`config.mk`:
```
export PLATFORM = sky130hd
export DESIGN_NAME = bpa_ram
export DESIGN_NICKNAME = d
export VERILOG_FILES = /design/src/rtl/bpa_ram.sv
export SDC_FILE = /design/constraint.sdc
export NUM_CORES = 2
export LEC_CHECK = 0
export ABC_CLOCK_PERIOD_IN_PS = 6900
export BUFFER_PORTS_ARGS = -buffer_cell sky130_fd_sc_hd__buf_4
export CAP_MARGIN = 20
export CORE_ASPECT_RATIO = 1.5
export CORE_MARGIN = 2
export CORE_UTILIZATION = 60
export CTS_BUF_LIST = sky130_fd_sc_hd__clkbuf_8
export DETAILED_ROUTE_END_ITERATION = 16
export HOLD_SLACK_MARGIN = 0.06
export PLACE_DENSITY = 0.73
export SLEW_MARGIN = 20
export SYNTH_ARGS = -nofsm -noshare
export SYNTH_HDL_FRONTEND = slang
export SYNTH_SLANG_ARGS = --single-unit
```
`constraint.sdc`:
```
create_clock -name clk_i -period 6.9 [get_ports clk_i]
set_input_delay 1.38 -clock clk_i [delete_from_list [all_inputs] [get_ports clk_i]]
set_output_delay 1.38 -clock clk_i [all_outputs]
set_load 0.05 [all_outputs]
```
`src/rtl/bpa_ram.sv`:
```
`timescale 1ns / 1ps
// Generic single-clock RAM: one write port, one read port, registered read.
// No dependencies.
module bpa_ram #(
  parameter int WIDTH = 8,
  parameter int DEPTH = 512
) (
  input  logic                                     clk_i,
  input  logic                                     we_i,
  input  logic [((DEPTH > 1) ? $clog2(DEPTH) : 1)-1:0] waddr_i,
  input  logic [WIDTH-1:0]                         wdata_i,
  input  logic [((DEPTH > 1) ? $clog2(DEPTH) : 1)-1:0] raddr_i,
  output logic [WIDTH-1:0]                         rdata_o
);

  logic [WIDTH-1:0] mem [DEPTH];

  always_ff @(posedge clk_i) begin
    if (we_i) begin
      mem[waddr_i] <= wdata_i;
    end
    rdata_o <= mem[raddr_i];
  end

endmodule

```
==> metrics.csv <==
stage,metric,value,unit
global_route,grt_pass1_wl,587900,µm
clock_network,cts.sinks,4104,
worst_hold_path,hold_depth,1,
global_route,grt.overflow.total,0,
critical_path,cp_slowest_cell,buf_4,
die,dieArea,270800,µm²
cells_and_area,post_route_cells_drive_above_1_share,0.1852,
yosys,ys_types,51,
clock_network,ctsResizeCount,0,
cells_and_area,mostFrequentLayoutCells,"4096 x edfxtp_1, 797 x mux2i_1, 654 x mux4_2",
yosys,synth_area,159900,µm²
critical_path,cp_max_fo,79,
yosys,synth-async-reset-ratio,0,
yosys,synth_edf_count,4096,
yosys,synth.yosys.seq_area_share,0.7701,
critical_path,cp_data_arrival_time,5960,ps
clock_network,h-tree-depth,6,
sta,max_freq,199.5,MHz
cells_and_area,syn_to_final_growth,8.972,%
routing,avgRoutedWirePerCell,33.50,µm
critical_path,slowest_delay,820,ps
critical_path,reg2reg_to,rdata_o[2],
routing,routed_wl,411100,µm
die,die_w,425.5,µm
sta,fin_worst_skew,58.59,ps
critical_path,cp.required,7850,ps
yosys,ys.flop_type,edfxtp_1,
cells_and_area,num-fill-cells,17200,
run,maxCapViolCount,0,
sta,rsz0062_at_grt,no,
routing,drtIter0Drc,9743,
placement,place_area,163800,µm²
sta,tightest_slew,1231,ps
power,power.density,272.1,nW/µm²
cells_and_area,fin_area,174300,µm²
sta,setup_viol,0,
status,outcome,"complete, no violations",
clock_network,tritoncts,built,
cells_and_area,nets,8339,
worst_hold_path,hp-start,wdata_i[0],
sta,tns,0,ps
worst_hold_path,worstHoldEndpoint,mem[11][0],
global_route,antenna_found_initial,14,
die,core_area,265600,µm²
worst_hold_path,min_path_type,input pin to flop,
clock_network,clockRootBuffer,clkbuf_8,
critical_path,r2r_start,mem[169][2],
critical_path,rr_worst_depth,8,
power,irDropWorstVdd,0.2536,mV
yosys,syn_area_per_cell,19.92,µm²
global_route,grt_max_degree,197,
cells_and_area,layout_commonest_cell,edfxtp_1,
power,leakage,55.46,nW
routing,route.detailed.drc,0,
sta,timing.slew.headroom,0.1685,
clock_network,clock_latency,1070,ps
routing,first_pass_iters,8,
clock_network,clockBufferDepth,4,
routing,vias_per_cell,6.712,
global_route,grt_use_total,0.3031,
placement,gp_congestion,0.9690,
critical_path,rrSetupSlack,3420,ps
clock_network,ctsHoldBuffers,0,
placement,dpl.hpwl,251900,µm
die,num_rows,232,
routing,ant_nets,0,
critical_path,end_kind,flop,
clock_network,clkTransAtPathRegs,60,ps
yosys,synth_cells,8030,
placement,numPortBuffers,35,
critical_path,path_class,input pin to flop,
sta,final_hold_viol_count,0,
die,pin_count,36,
critical_path,critPathLaunchType,input pin,
sta,post-route-min-period,5013,ps
yosys,yosys_warnings,0,
critical_path,cp_cell_sequence,buf_6 -> or2_4 -> buf_12 -> buf_4 -> o221ai_1 -> o22ai_1 -> a22oi_1 -> nand2_1 -> o21ai_0 -> o2111a_1,
sta,finalCritPeriodShare,0.7266,
routing,via_count,82380,
die,die_y,636.3,µm
die,start_util,0.6021,
sta,drv_slew,0,
clock_network,cts_buffers,580,
global_route,grt_pass1_vias,84150,
clock_network,post-cts-setup-buffers,0,
yosys,synth.net_count,8058,
yosys,ys_ff_latch,4104,
==> worst max-delay path: cells and delay by family <==
family / cells / cell delay, ps
simple gates: 2 / 830
compound gates: 5 / 1670
buf+inv: 3 / 1620
==> kinds of logic after synthesis <==
family,count (synthesis),share of synthesized area
AO/OA/AOI/OAI,979,0.04313
buffers and inverters,516,0.01849
flip-flops,4104,0.7701
multiplexers,1451,0.1420
AND/OR/NAND/NOR,980,0.02631
==> registers in the layout (all words and copies together) (netlist names) <==
register and cells:
rdata_o 8, mem 4096
==> worst max-delay path by stage <==
stage | end | from | slack [ps] | depth (start not counted)
floorplan | rdata_o[0] | raddr_i[0] | 3550 | 10
global placement | rdata_o[5] | raddr_i[1] | 600 | 8
detailed placement | rdata_o[2] | raddr_i[2] | 990 | 10
CTS | rdata_o[2] | raddr_i[2] | 2120 | 10
global route | rdata_o[2] | raddr_i[2] | 1960 | 10
finish | rdata_o[2] | raddr_i[2] | 1890 | 10
==> cells in the mapped netlist, types with 7 or more instances <==
master | count | area share
o2111a_1 | 8 | 0.00056
edfxtp_1 | 4096 | 0.77
nor3b_1 | 8 | 0.00038
and2_1 | 20 | 0.00078
o21ai_0 | 118 | 0.0037
clkbuf_1 | 265 | 0.0062
nand4_1 | 32 | 0.0013
mux2i_1 | 797 | 0.050
nand2_1 | 111 | 0.0026
o221ai_1 | 371 | 0.020
dfxtp_1 | 8 | 0.0010
buf_4 | 70 | 0.0033
buf_6 | 64 | 0.0045
a21oi_1 | 194 | 0.0061
buf_1 | 41 | 0.00096
mux4_2 | 654 | 0.092
o41ai_1 | 7 | 0.00038
buf_2 | 57 | 0.0018
nor3_1 | 109 | 0.0034
o22ai_1 | 163 | 0.0064
nand3_1 | 36 | 0.0011
buf_8 | 11 | 0.0010
nor2_1 | 597 | 0.014
o31ai_1 | 13 | 0.00061
a22oi_1 | 61 | 0.0029
a211oi_1 | 17 | 0.00080
nor4_1 | 36 | 0.0014
==> power breakdown <==
part | internal (W) | switching, W
Combinational | 0.000774 | 0.00173
Sequential | 0.0275 | 0.0000372
Clock | 0.00847 | 0.00895
Total | 0.0367 | 0.0107
==> metal layers <==
| metal | track usage | routed length [µm] | part of all wire |
|---|---|---|---|
| met3 | 0.05965 | 35770 | 0.087 |
| met4 | 0.1951 | 31400 | 0.076 |
| met1 | 0.3605 | 136100 | 0.33 |
| met2 | 0.5068 | 207800 | 0.51 |
| met5 | 0 | 89 | 0.00022 |
==> through the flow <==
stage	setup slack (ps)	util	hold WS [ps]	total power [W]	instances
after floorplan	3548	-	937.8	0.02934	8030
after global placement	597.8	0.6166	1044	0.03044	11240
after detailed placement	990.8	0.6169	1077	0.03050	11240
after CTS	2116	0.6559	744.1	0.04754	12270
after global routing	1959	0.6561	785.3	0.04867	12270
final	1887	0.6561	791.7	0.04742	12270
==> layout make-up <==
class                           count  area, µm²  area share
Antenna cell                        6      15.01  0.00008615
Clock buffer                      604       8313     0.04770
Clock inverter                    424       2062     0.01183
Inverter                            3      18.77   0.0001077
Multi-Input combinational cell   3410      34060      0.1954
Sequential cell                  4104     123200      0.7067
Tap cell                         3510       4392     0.02520
Timing Repair Buffer              212       2260     0.01297
No activity file was read; power rests on OpenSTA's default activity.
